File: config.mk
export PLATFORM = sky130hd
export DESIGN_NAME = multi_led_blink_pattern_generator_core_flat
export DESIGN_NICKNAME = d
export VERILOG_FILES = /design/src/rtl/core/mlbpg_pkg.sv /design/src/rtl/core/mlbpg_in_if.sv /design/src/rtl/core/mlbpg_out_if.sv /design/src/rtl/core/multi_led_blink_pattern_generator_core.sv /design/src/rtl/core/mlbpg_led_unit.sv /design/src/flat_wrapper.sv
export SDC_FILE = /design/constraint.sdc
export NUM_CORES = 1
export LEC_CHECK = 0
export BUFFER_PORTS_ARGS = -buffer_cell sky130_fd_sc_hd__clkbuf_2
export CORE_MARGIN = 2
export CORE_UTILIZATION = 45
export CTS_BUF_LIST = sky130_fd_sc_hd__clkbuf_2
export DETAILED_ROUTE_END_ITERATION = 8
export HOLD_SLACK_MARGIN = 0.06
export PLACE_DENSITY = 0.64
export SETUP_SLACK_MARGIN = 0.05
export SYNTH_ARGS = -nofsm -noshare
export SYNTH_HDL_FRONTEND = slang
export SYNTH_SLANG_ARGS = --single-unit
File: constraint.sdc
create_clock -name clk -period 6.6 [get_ports clk]
set_input_delay 1.32 -clock clk [delete_from_list [all_inputs] [get_ports clk]]
set_output_delay 1.32 -clock clk [all_outputs]
set_load 0.005 [all_outputs]
File: src/rtl/core/mlbpg_pkg.sv
`default_nettype none

package mlbpg_pkg;

    localparam int unsigned MAX_LEDS  = 8;
    localparam int unsigned CFG_W     = 16;
    localparam int unsigned MODE_W    = 3;
    localparam int unsigned PHASE_W   = 3;
    localparam int unsigned INDEX_W   = 4;
    localparam int unsigned CFG_IDX_W = 2;

    localparam logic [CFG_W-1:0] TICK_STEP_RST  = 16'd10;
    localparam logic [CFG_W-1:0] SLOW_LIMIT_RST = 16'd500;
    localparam logic [CFG_W-1:0] FAST_LIMIT_RST = 16'd100;

    typedef enum logic [0:0] {
        OP_TICK = 1'b0,
        OP_SET  = 1'b1
    } op_t;

    typedef enum logic [MODE_W-1:0] {
        MODE_OFF     = 3'd0,
        MODE_ON      = 3'd1,
        MODE_SLOW    = 3'd2,
        MODE_FAST    = 3'd3,
        MODE_DOUBLE  = 3'd4,
        MODE_TRIPLE  = 3'd5,
        MODE_DASHDOT = 3'd6,
        MODE_INVALID = 3'd7
    } mode_t;

    typedef enum logic [1:0] {
        STATUS_OK        = 2'd0,
        STATUS_BAD_MODE  = 2'd1,
        STATUS_BAD_INDEX = 2'd2
    } status_t;

    typedef enum logic [CFG_IDX_W-1:0] {
        CFG_TICK_STEP  = 2'd0,
        CFG_SLOW_LIMIT = 2'd1,
        CFG_FAST_LIMIT = 2'd2
    } cfg_reg_t;

    typedef enum logic [1:0] {
        SEQ_IDLE = 2'd0,
        SEQ_SET  = 2'd1,
        SEQ_TICK = 2'd2,
        SEQ_DONE = 2'd3
    } seq_state_t;

    typedef struct packed {
        logic [MODE_W-1:0]  mode;
        logic [PHASE_W-1:0] phase;
        logic [CFG_W-1:0]   count;
        logic               lit;
    } led_state_t;

    typedef struct packed {
        logic [CFG_W-1:0] tick_step;
        logic [CFG_W-1:0] slow_limit;
        logic [CFG_W-1:0] fast_limit;
    } cfg_t;

    // number of phases in a pattern
    function automatic logic [PHASE_W:0] phase_total(input logic [MODE_W-1:0] m);
        logic [PHASE_W:0] r;
        begin
            case (m)
                MODE_SLOW:    r = 4'd2;
                MODE_FAST:    r = 4'd2;
                MODE_DOUBLE:  r = 4'd5;
                MODE_TRIPLE:  r = 4'd7;
                MODE_DASHDOT: r = 4'd4;
                default:      r = 4'd0;
            endcase
            return r;
        end
    endfunction

    // lit level per phase, bit p is phase p
    function automatic logic [7:0] phase_level(input logic [MODE_W-1:0] m);
        logic [7:0] r;
        begin
            case (m)
                MODE_SLOW:    r = 8'h01;
                MODE_FAST:    r = 8'h01;
                MODE_DOUBLE:  r = 8'h05;
                MODE_TRIPLE:  r = 8'h15;
                MODE_DASHDOT: r = 8'h05;
                default:      r = 8'h00;
            endcase
            return r;
        end
    endfunction

    // phases timed by the slow limit
    function automatic logic [7:0] phase_slow(input logic [MODE_W-1:0] m);
        logic [7:0] r;
        begin
            case (m)
                MODE_SLOW:    r = 8'h03;
                MODE_DOUBLE:  r = 8'h10;
                MODE_DASHDOT: r = 8'h09;
                default:      r = 8'h00;
            endcase
            return r;
        end
    endfunction

endpackage

`default_nettype wire

File: src/rtl/core/mlbpg_in_if.sv
`default_nettype none

interface mlbpg_in_if;
    import mlbpg_pkg::*;

    logic                valid;
    logic                ready;
    logic                op;
    logic [INDEX_W-1:0]  led_index;
    logic [MODE_W-1:0]   mode_request;

    modport source (output valid, output op, output led_index, output mode_request,
                    input ready);
    modport sink   (input valid, input op, input led_index, input mode_request,
                    output ready);
endinterface

`default_nettype wire

File: src/rtl/core/mlbpg_out_if.sv
`default_nettype none

interface mlbpg_out_if;
    logic       valid;
    logic       ready;
    logic [7:0] led_bits;
    logic [1:0] status;

    modport source (output valid, output led_bits, output status, input ready);
    modport sink   (input valid, input led_bits, input status, output ready);
endinterface

`default_nettype wire

File: src/rtl/core/multi_led_blink_pattern_generator_core.sv
// Multi-LED blink pattern generator.
// Input channel "item" (valid/ready): op 0 is a tick that advances every LED's
// pattern, op 1 sets the mode of LED led_index to mode_request.
// Output channel "result" (valid/ready): one word per input word. A tick gives
// the lit bits of all LEDs in led_bits with status ok; a set gives led_bits 0
// and status ok, bad mode (checked first) or bad index.
// Config port: cfg_we/cfg_index/cfg_data writes tick_step (0), slow_limit (1)
// or fast_limit (2); other indexes are ignored. Write only while idle.
// Sequencing: a tick walks the LEDs one per cycle through a single shared phase
// engine, then the done state loads the output register once it is free; a set
// passes through the set and done states. One word is in flight at a time;
// ready is high only while the sequencer is idle.
// The result sits in an output register, so the next word is accepted while
// a result is still waiting; if the receiver stalls long enough the sequencer
// holds the finished result in its done state and stays busy.
// Reset: all LEDs off with phase, count and lit cleared; config registers
// return to 10/500/100; no result pending.
`default_nettype none

module multi_led_blink_pattern_generator_core #(
    parameter int unsigned LED_COUNT = 8
) (
    input  logic                                clk,
    input  logic                                rst_n,
    input  logic                                cfg_we,
    input  logic [mlbpg_pkg::CFG_IDX_W-1:0]     cfg_index,
    input  logic [mlbpg_pkg::CFG_W-1:0]         cfg_data,
    mlbpg_in_if.sink                            item,
    mlbpg_out_if.source                         result
);
    import mlbpg_pkg::*;

    localparam int unsigned IDX_W = (LED_COUNT > 1) ? $clog2(LED_COUNT) : 1;
    localparam logic [IDX_W-1:0]   LAST_LED  = IDX_W'(LED_COUNT - 1);
    localparam logic [INDEX_W-1:0] LED_LIMIT = INDEX_W'(LED_COUNT);

    // config registers
    cfg_t cfg_reg;

    always_ff @(posedge clk or negedge rst_n)
    begin
        if (!rst_n)
        begin
            cfg_reg.tick_step  <= TICK_STEP_RST;
            cfg_reg.slow_limit <= SLOW_LIMIT_RST;
            cfg_reg.fast_limit <= FAST_LIMIT_RST;
        end
        else if (cfg_we)
        begin
            case (cfg_index)
                CFG_TICK_STEP:  cfg_reg.tick_step  <= cfg_data;
                CFG_SLOW_LIMIT: cfg_reg.slow_limit <= cfg_data;
                CFG_FAST_LIMIT: cfg_reg.fast_limit <= cfg_data;
                default:        ;
            endcase
        end
    end

    // sequencer and datapath registers
    seq_state_t          state_reg, state_next;
    logic                op_reg;
    logic [INDEX_W-1:0]  idx_reg;
    logic [MODE_W-1:0]   mode_req_reg;
    logic [IDX_W-1:0]    led_ptr_reg, led_ptr_next;
    logic [7:0]          bits_reg, bits_next;
    logic [1:0]          status_reg, status_next;
    logic                out_valid_reg, out_valid_next;
    logic [7:0]          out_bits_reg;
    logic [1:0]          out_status_reg;

    // per-LED state
    led_state_t          led_reg [LED_COUNT];
    logic                wr_en;
    logic [IDX_W-1:0]    wr_addr;
    logic [IDX_W-1:0]    rd_addr;
    led_state_t          rd_data;
    led_state_t          wr_data;
    led_state_t          unit_nxt;
    logic                unit_bit;

    logic                accept;
    logic                out_free;
    logic                load_out;
    logic                set_ok;

    assign accept   = item.valid && item.ready;
    assign out_free = !out_valid_reg || result.ready;
    assign set_ok   = (mode_req_reg != MODE_INVALID) && (idx_reg < LED_LIMIT);

    assign rd_addr = (state_reg == SEQ_TICK) ? led_ptr_reg : idx_reg[IDX_W-1:0];
    assign rd_data = led_reg[rd_addr];

    mlbpg_led_unit u_unit (
        .cur     (rd_data),
        .cfg     (cfg_reg),
        .nxt     (unit_nxt),
        .bit_out (unit_bit)
    );

    // next state
    always_comb
    begin
        state_next = state_reg;
        case (state_reg)
            SEQ_IDLE:
            begin
                if (accept)
                    state_next = (item.op == OP_SET) ? SEQ_SET : SEQ_TICK;
            end
            SEQ_SET:
            begin
                state_next = SEQ_DONE;
            end
            SEQ_TICK:
            begin
                if (led_ptr_reg == LAST_LED)
                    state_next = SEQ_DONE;
            end
            SEQ_DONE:
            begin
                if (out_free)
                    state_next = SEQ_IDLE;
            end
            default:
            begin
                state_next = SEQ_IDLE;
            end
        endcase
    end

    // sequencer outputs
    always_comb
    begin
        item.ready   = 1'b0;
        load_out     = 1'b0;
        wr_en        = 1'b0;
        wr_addr      = rd_addr;
        wr_data      = unit_nxt;
        led_ptr_next = led_ptr_reg;
        bits_next    = bits_reg;
        status_next  = status_reg;
        case (state_reg)
            SEQ_IDLE:
            begin
                item.ready   = 1'b1;
                led_ptr_next = '0;
                bits_next    = '0;
                status_next  = STATUS_OK;
            end
            SEQ_SET:
            begin
                if (mode_req_reg == MODE_INVALID)
                    status_next = STATUS_BAD_MODE;
                else if (idx_reg >= LED_LIMIT)
                    status_next = STATUS_BAD_INDEX;
                else
                    status_next = STATUS_OK;
                wr_en         = set_ok;
                wr_data.mode  = mode_req_reg;
                wr_data.phase = '0;
                wr_data.count = '0;
                wr_data.lit   = rd_data.lit;
            end
            SEQ_TICK:
            begin
                wr_en                 = 1'b1;
                bits_next[led_ptr_reg] = unit_bit;
                led_ptr_next          = led_ptr_reg + IDX_W'(1);
            end
            SEQ_DONE:
            begin
                load_out = out_free;
            end
            default:
            begin
                load_out = 1'b0;
            end
        endcase
    end

    always_comb
    begin
        if (load_out)
            out_valid_next = 1'b1;
        else if (result.ready)
            out_valid_next = 1'b0;
        else
            out_valid_next = out_valid_reg;
    end

    always_ff @(posedge clk or negedge rst_n)
    begin
        if (!rst_n)
        begin
            state_reg     <= SEQ_IDLE;
            out_valid_reg <= 1'b0;
            led_ptr_reg   <= '0;
        end
        else
        begin
            state_reg     <= state_next;
            out_valid_reg <= out_valid_next;
            led_ptr_reg   <= led_ptr_next;
        end
    end

    always_ff @(posedge clk)
    begin
        bits_reg   <= bits_next;
        status_reg <= status_next;
        if (accept)
        begin
            op_reg       <= item.op;
            idx_reg      <= item.led_index;
            mode_req_reg <= item.mode_request;
        end
        if (load_out)
        begin
            // a set reports no lit bits
            out_bits_reg   <= (op_reg == OP_SET) ? 8'h00 : bits_reg;
            out_status_reg <= status_reg;
        end
    end

    always_ff @(posedge clk or negedge rst_n)
    begin
        if (!rst_n)
        begin
            for (int i = 0; i < LED_COUNT; i++)
                led_reg[i] <= '0;
        end
        else if (wr_en)
        begin
            led_reg[wr_addr] <= wr_data;
        end
    end

    assign result.valid    = out_valid_reg;
    assign result.led_bits = out_bits_reg;
    assign result.status   = out_status_reg;

endmodule

`default_nettype wire

File: src/rtl/core/mlbpg_led_unit.sv
`default_nettype none

// Shared phase engine: advances one LED per use.
module mlbpg_led_unit (
    input  mlbpg_pkg::led_state_t cur,
    input  mlbpg_pkg::cfg_t       cfg,
    output mlbpg_pkg::led_state_t nxt,
    output logic                  bit_out
);
    import mlbpg_pkg::*;

    logic [PHASE_W:0]  total;
    logic [7:0]        level;
    logic [7:0]        slow;
    logic [CFG_W:0]    sum;
    logic [CFG_W-1:0]  sat;
    logic [CFG_W-1:0]  limit;
    logic [PHASE_W:0]  p_inc;

    always_comb
    begin
        total = phase_total(cur.mode);
        level = phase_level(cur.mode);
        slow  = phase_slow(cur.mode);
        sum   = {1'b0, cur.count} + {1'b0, cfg.tick_step};
        sat   = sum[CFG_W] ? {CFG_W{1'b1}} : sum[CFG_W-1:0];
        limit = slow[cur.phase] ? cfg.slow_limit : cfg.fast_limit;
        p_inc = {1'b0, cur.phase} + {{PHASE_W{1'b0}}, 1'b1};

        nxt     = cur;
        bit_out = 1'b0;
        case (cur.mode)
            MODE_INVALID:
            begin
                nxt.mode = MODE_OFF;
            end
            MODE_OFF:
            begin
                nxt.lit = 1'b0;
            end
            MODE_ON:
            begin
                nxt.lit = 1'b1;
                bit_out = 1'b1;
            end
            default:
            begin
                if ({1'b0, cur.phase} >= total)
                begin
                    nxt.phase = '0;
                    bit_out   = cur.lit;
                end
                else
                begin
                    nxt.lit = level[cur.phase];
                    bit_out = level[cur.phase];
                    if (sat >= limit)
                    begin
                        nxt.count = '0;
                        nxt.phase = (p_inc >= total) ? '0 : p_inc[PHASE_W-1:0];
                    end
                    else
                    begin
                        nxt.count = sat;
                    end
                end
            end
        endcase
    end

endmodule

`default_nettype wire

File: src/flat_wrapper.sv
// flat-port wrapper written by rule: the top's interface ports become plain ports
module multi_led_blink_pattern_generator_core_flat import mlbpg_pkg::*;
#(
    parameter int unsigned LED_COUNT = 8
)
  (clk, rst_n, cfg_we, cfg_index, cfg_data, item_valid, item_op, item_led_index, item_mode_request, item_ready, result_valid, result_led_bits, result_status, result_ready);
  mlbpg_in_if item_i ();
  mlbpg_out_if result_i ();
  input  logic clk;
  input  logic rst_n;
  input  logic cfg_we;
  input  logic [mlbpg_pkg::CFG_IDX_W-1:0] cfg_index;
  input  logic [mlbpg_pkg::CFG_W-1:0] cfg_data;
  input wire logic [$bits(item_i.valid)-1:0] item_valid;
  input wire logic [$bits(item_i.op)-1:0] item_op;
  input wire logic [$bits(item_i.led_index)-1:0] item_led_index;
  input wire logic [$bits(item_i.mode_request)-1:0] item_mode_request;
  output wire logic [$bits(item_i.ready)-1:0] item_ready;
  output wire logic [$bits(result_i.valid)-1:0] result_valid;
  output wire logic [$bits(result_i.led_bits)-1:0] result_led_bits;
  output wire logic [$bits(result_i.status)-1:0] result_status;
  input wire logic [$bits(result_i.ready)-1:0] result_ready;
  assign item_i.valid = item_valid;
  assign item_i.op = item_op;
  assign item_i.led_index = item_led_index;
  assign item_i.mode_request = item_mode_request;
  assign item_ready = item_i.ready;
  assign result_valid = result_i.valid;
  assign result_led_bits = result_i.led_bits;
  assign result_status = result_i.status;
  assign result_i.ready = result_ready;
  multi_led_blink_pattern_generator_core #(.LED_COUNT(LED_COUNT)) u_core (.clk(clk), .rst_n(rst_n), .cfg_we(cfg_we), .cfg_index(cfg_index), .cfg_data(cfg_data), .item(item_i), .result(result_i));
endmodule
After elaboration in Yosys (flattened, before gate mapping):

Index checks and enable logic that the tools add are counted.

* register bits after elaboration: 266
* input port bits: 31
* output and inout bits: 12
* logic and storage cells: 142

* $add $sub $neg: 3
* order comparisons: 10
* equal/unequal tests: 18
* multiplexer cells: 45
* bitwise gates (word level): 1
* reduce and logical (&&, ||, !) cells: 20

Operators with widths (count)
* bitwise mux 184 bit: 1
* 2-to-1 mux 23 bit: 4
* binary-select mux 23 bit (select 3 bit): 1
* demux 23 bit (select 3 bit): 1
* 2-to-1 mux 16 bit: 3
* one-hot mux 5 bit (3 select lines): 2
* 2-to-1 mux 19 bit: 1
* equality test 3 bit, second input constant: 6
* adder 16 x 16 -> 17 bit: 1
* 2-to-1 mux 17 bit: 1
* greater-or-equal comparator 16 bit: 1
* one-hot mux 8 bit (2 select lines): 1
* 2-to-1 mux 3 bit: 5
* 2-to-1 mux 2 bit: 6
* one-hot mux 3 bit (4 select lines): 1
* bitwise mux 8 bit: 1
* greater-or-equal comparator 4 bit, second input constant: 2
* < comparator 3 x 4 -> 1 bit, second input constant: 2
* 2-to-1 mux 1 bit: 8
* one-hot mux 2 bit (4 select lines): 1
* binary-select mux 1 bit (select 3 bit): 2
* equality test 2 bit, second input constant: 3
* equality test 3 x 2 -> 1 bit, second input constant: 2
* one-hot mux 3 bit (2 select lines): 1
* 27 further kinds: 40

Depth between registers and ports, before layout:

* depth after elaboration: 17
* mapped depth: 29
* mapped depth without buffers: 27

By module:

Synthesis repeated with hierarchy kept, for this count alone.

* cells, all modules: 1225
* area, all modules: 14446.4 sq um

Modules (own cells, without submodules)
* multi_led_blink_pattern_generator_core: times used 1, cells each 959, area an instance 12500.7 sq um, sequential area each 6810.3 sq um
* mlbpg_led_unit: times used 1, cells each 266, area an instance 1945.6 sq um, sequential area each 0.0 sq um

Worst setup path before layout:

OpenSTA, ideal clock, no wires.

* path kind: register to register
* start: register u_core.state_reg[0]
* end: register u_core.led_reg[116] in the netlist's numbering
* library setup time: 0.066 ns
* arrival time: 6.353 ns
* data required time: 6.534 ns
* path slack: 0.181 ns
* stages on the path, launching flop included: 30
* path buffers: 5
* clock period less this slack: 6.419 ns
* cell sequence: dfrtp_1 -> inv_1 -> ha_1 -> buf_6 -> mux2_1 -> buf_4 -> buf_4 -> nand2_1 -> clkbuf_1 -> o221ai_1 -> nor3_1 -> ha_1 -> inv_1 -> fa_1 -> nand2b_1 -> a211oi_1 -> o31ai_1 -> a21oi_1 -> o221ai_1 -> buf_2 -> o21ai_0 -> ha_1 -> and3_1 -> a221oi_1 -> nand3_1 -> o221ai_1 -> nand2_1 -> nor4_4 -> a32o_2 -> mux2_2

* cells in the longest elaborated chain, start to end: 17
* elaborated cells between the ends (all ways): 37
* those cells by class: add/sub (1); order compare (4); eq/ne (9); mux (18); bitwise (1); reduce/logical (4)

RTL lines
* start: declaration: RTL line multi_led_blink_pattern_generator_core.sv:60 `seq_state_t state_reg, state_next;`
* start signal: assignment: RTL line multi_led_blink_pattern_generator_core.sv:201 `state_reg <= state_next;`
* equality test 2 bit: RTL line multi_led_blink_pattern_generator_core.sv:90, multi_led_blink_pattern_generator_core.sv:142
* 2-to-1 mux 3 bit: RTL line multi_led_blink_pattern_generator_core.sv:90 `assign rd_addr = (state_reg == SEQ_TICK) ? led_ptr_reg : idx_reg[IDX_W-1:0];`
* NOT 3 -> 4 bit (implied by the code): RTL line multi_led_blink_pattern_generator_core.sv:91, multi_led_blink_pattern_generator_core.sv:234
* binary-select mux 23 bit (select 3 bit): RTL line multi_led_blink_pattern_generator_core.sv:91 `assign rd_data = led_reg[rd_addr];`
* 2-to-1 mux 23 bit (implied by the code) (2 in series): RTL line multi_led_blink_pattern_generator_core.sv:91
* equality test 3 bit / equality test 3 x 2 -> 1 bit (equally long branches): RTL line mlbpg_pkg.sv:68, mlbpg_pkg.sv:100
* one-hot mux 5 bit (3 select lines): RTL line mlbpg_pkg.sv:100 `case (m)`
* binary-select mux 1 bit (select 3 bit): RTL line mlbpg_led_unit.sv:27 `limit = slow[cur.phase] ? cfg.slow_limit : cfg.fast_limit;`
* 2-to-1 mux 1 bit (implied by the code): RTL line mlbpg_led_unit.sv:27
* 2-to-1 mux 16 bit: RTL line mlbpg_led_unit.sv:27
* greater-or-equal comparator 16 bit: RTL line mlbpg_led_unit.sv:57 `if (sat >= limit)`
* 2-to-1 mux 16 bit: RTL line mlbpg_led_unit.sv:57
* 2-to-1 mux 17 bit: RTL line mlbpg_led_unit.sv:48 `if ({1'b0, cur.phase} >= total)`
* 2-to-1 mux 19 bit: RTL line mlbpg_led_unit.sv:32 `case (cur.mode)`
* 2-to-1 mux 23 bit: RTL line multi_led_blink_pattern_generator_core.sv:142 `case (state_reg)`
* bitwise mux 184 bit: RTL line multi_led_blink_pattern_generator_core.sv:234 `led_reg[wr_addr] <= wr_data;`
* end signal: indexed assignment: RTL line multi_led_blink_pattern_generator_core.sv:234
* end: declaration: RTL line multi_led_blink_pattern_generator_core.sv:72 `led_state_t led_reg [LED_COUNT];`

Several ways; a longest one is shown, not always the timed one. The select of a mux whose other input is x is not followed.
A chain may end at the register's enable or synchronous reset.

Final worst setup path:

* start: register u_core.state_reg[1]
* end: register u_core.led_reg[18] in the netlist's numbering

* cells in the longest elaborated chain, start to end: 17
* elaborated cells between the ends (all ways): 40
* those cells by class: add/sub (2); order compare (5); eq/ne (9); mux (19); bitwise (1); reduce/logical (4)

RTL lines (RTL line)
* equality test 2 bit: multi_led_blink_pattern_generator_core.sv:90, multi_led_blink_pattern_generator_core.sv:142
* 2-to-1 mux 3 bit: multi_led_blink_pattern_generator_core.sv:90
* NOT 3 -> 4 bit (implied by the code): multi_led_blink_pattern_generator_core.sv:91, multi_led_blink_pattern_generator_core.sv:234
* binary-select mux 23 bit (select 3 bit): multi_led_blink_pattern_generator_core.sv:91
* 2-to-1 mux 23 bit (implied by the code) (2 in series): multi_led_blink_pattern_generator_core.sv:91
* equality test 3 bit / equality test 3 x 2 -> 1 bit (equally long branches): mlbpg_pkg.sv:68, mlbpg_pkg.sv:100
* one-hot mux 5 bit (3 select lines): mlbpg_pkg.sv:100
* binary-select mux 1 bit (select 3 bit): mlbpg_led_unit.sv:27
* 2-to-1 mux 1 bit (implied by the code): mlbpg_led_unit.sv:27
* 2-to-1 mux 16 bit: mlbpg_led_unit.sv:27
* greater-or-equal comparator 16 bit: mlbpg_led_unit.sv:57
* 2-to-1 mux 3 bit: mlbpg_led_unit.sv:57
* 2-to-1 mux 3 bit: mlbpg_led_unit.sv:48
* 2-to-1 mux 19 bit: mlbpg_led_unit.sv:32
* 2-to-1 mux 23 bit: multi_led_blink_pattern_generator_core.sv:142
* bitwise mux 184 bit: multi_led_blink_pattern_generator_core.sv:234

Several ways; a longest one is shown, not always the timed one. The select of a mux whose other input is x is not followed.

==> out/results.ini <==
[logic_synthesis]
netlist_top_cells_area=dfrtp_1, mux2_2, edfxtp_1
synth_compound_area_frac=0.170
synthAdderAreaFrac=0.0432
async_flop_share=0.895
synth_top_family_by_area=compound AO/OA/AOI/OAI gates
yosysTopAreaCell=dfrtp_1
synth_common_cells=dfrtp_1, nand2_1, mux2_2
synth_xor_xnor_area_share=0.00650
netlist_area_mm2=0.0135
syn_inst=1247
synth.distinct_cells=91
syn-num-nets=1324
synth_seq_area_share=0.505
yosysMostFrequentCell=dfrtp_1
yosys.area.top_type_share=0.421
yosys.area_share.simple=0.120
yosys-mux-area-fraction=0.130
synthFlopType=dfrtp_1
syn_avg_cell_area_um2=10.8
synth_edf_count=28
ys_warn_count=0
synth-seq-cells=266

[worst_setup_path]
ff2ff_setup_slack_ps=370
reg2regPathDepth=31
cpPeakStageDelay_ps=440
crit_fanout=16
critical_path_class=reg2reg
crit_arrival_ps=7000
slowest_stage=dfrtp_1
worstSetupStartpointType=register
cpMostUsedCell=buf_12
r2r-start=u_core.state_reg[1]
required_ps=7360
endpoint_kind=register
r2r-end=u_core.led_reg[18]

[sta]
setup_viol=0
fin_tns_setup_ps=0
slew_violations=0
fin_crit_ps=6230
slew_headroom=0.108
period_share=0.944
fmaxAchievable_mhz=160
clock_skew_ps=111
timing.hold.ws_ps=465
hold_viol=0
worst-slew-pin-transition_ps=1330

[finish]
final_net_count=1446
area_growth_syn_to_layout_pct=14.2
largest_reg_flops=184
final_layout_size_suffix_gt1_frac=0.298
fin_cells=1812
fin_util=0.521

[floorplan]
boundaryPins=43
die_h_um=177
die_w_um=177
initial_core_util=0.456
core_mm2=0.0296
die_area_mm2=0.0314
rows=63

[global_route]
grt_max_degree=120
antenna_found_initial=1
grt_pass1_vias=10700
track_usage=0.248
grt_pass1_wl_mm=60.1
gr-total-overflow=0

[min_path]
hp-class=reg2reg
hold_end=u_core.result.status[1]
hold_depth=0
min_from=u_core.status_reg[1]

[detailed_routing]
via_per_inst=5.90
firstDrtPassIters=5
drt_iter0_drc=846
totalWireLength_mm=38.0
ant_nets=0
wire_per_inst_um=21.0
vias=10700
drc=0

[clocking]
cts-root-buf=clkbuf_2
clock_path_buffers=3
clock_latency_ps=910
cts_hold_buf=0
cts_sinks=266
htree_levels=3
clkTransAtPathRegs_ps=110
cts_buffers=71
cts_tree=yes

[run]
maxCapViolCount=0

[place]
portBuffers=42
routabilityCongestion=0.921
place_inst=1684
dpl.hpwl_mm=25.9

[status]
status=complete, no violations

==> layout by cell type, fill, tap and decap left out, types with 9 or more instances in the layout <==
cell type / count
o21ai_0: 55
nand2_1: 189
ha_1: 44
nor2b_1: 11
o22a_1: 10
edfxtp_1: 28
dfstp_2: 11
buf_12: 11
mux2i_1: 31
nor3_1: 10
nor2_1: 56
mux2_2: 113
clkinv_1: 11
buf_4: 55
a22oi_2: 9
a21oi_1: 31
nand3_1: 23
a21o_1: 13
clkbuf_2: 149
o21ai_1: 88
dfrtp_1: 227
a31oi_1: 9
o22ai_1: 38
nand2b_1: 12
inv_1: 16
==> area by class of cell <==
class / instances / area, um^2
Tap cell: 390 / 488
Sequential cell: 266 / 6810
Clock inverter: 17 / 148
Inverter: 18 / 67.6
Antenna cell: 1 / 2.50
Multi-Input combinational cell: 903 / 6480
Timing Repair Buffer: 109 / 865
Clock buffer: 108 / 541
Fill cell: 2676 / 14200
==> metal layers <==
metal / track usage / share of wire
met5: 0 / 0
met4: 0.115 / 0.037
met3: 0.0445 / 0.062
met2: 0.392 / 0.47
met1: 0.332 / 0.43
==> critical path, delay by kind of cell, from the launching register on <==
kind,cells,cell delay (ps)
DFF,1,440
muxes,1,190
and+or+nand+nor,6,940
AOI/OAI and AO/OA,12,2290
buffers and inverters,8,1150
adders and majority gates,4,1130
==> logic make-up (layout without fill, tap and decap cells) <==
| logic type | Yosys count | after routing |
|---|---|---|
| xor+xnor | 10 | 10 |
| mux | 155 | 155 |
| simple gates | 354 | 354 |
| other cells | 0 | 1 |
| fa+ha+maj | 46 | 46 |
| compound gates | 338 | 338 |
| buf+inv | 78 | 252 |
| flops | 266 | 266 |
==> worst max-delay path by stage <==
stage	start	endpoint	cells after the start
floorplan	u_core.state_reg[0]	u_core.led_reg[116]	29
global placement	u_core.state_reg[0]	u_core.led_reg[11]	30
detailed placement	u_core.state_reg[0]	u_core.led_reg[94]	30
CTS	u_core.state_reg[0]	u_core.led_reg[94]	30
global route	u_core.state_reg[1]	u_core.led_reg[179]	31
finish	u_core.state_reg[1]	u_core.led_reg[18]	31
==> repair_timing <==
item / 4_1_cts / 5_1_grt
endpoints found under the hold margin: 0 / 0
pin swaps: 4 / 7
gates resized for setup: 6 / 22
setup endpoints to repair: 152 / 152
buffers inserted: 0 / 2
==> metrics by stage <==
step | instance area (um^2) | worst slack, ps
5_1_grt | 15400 | -31.3
6_report | 15400 | 368
3_3_place_gp | 14500 | -95.7
2_1_floorplan | 13500 | 181
4_1_cts | 15200 | 63.0
3_5_place_dp | 14500 | -226
Power is not shown: default switching activity piles up to over one toggle a cycle in this logic, so the estimate is an artifact.
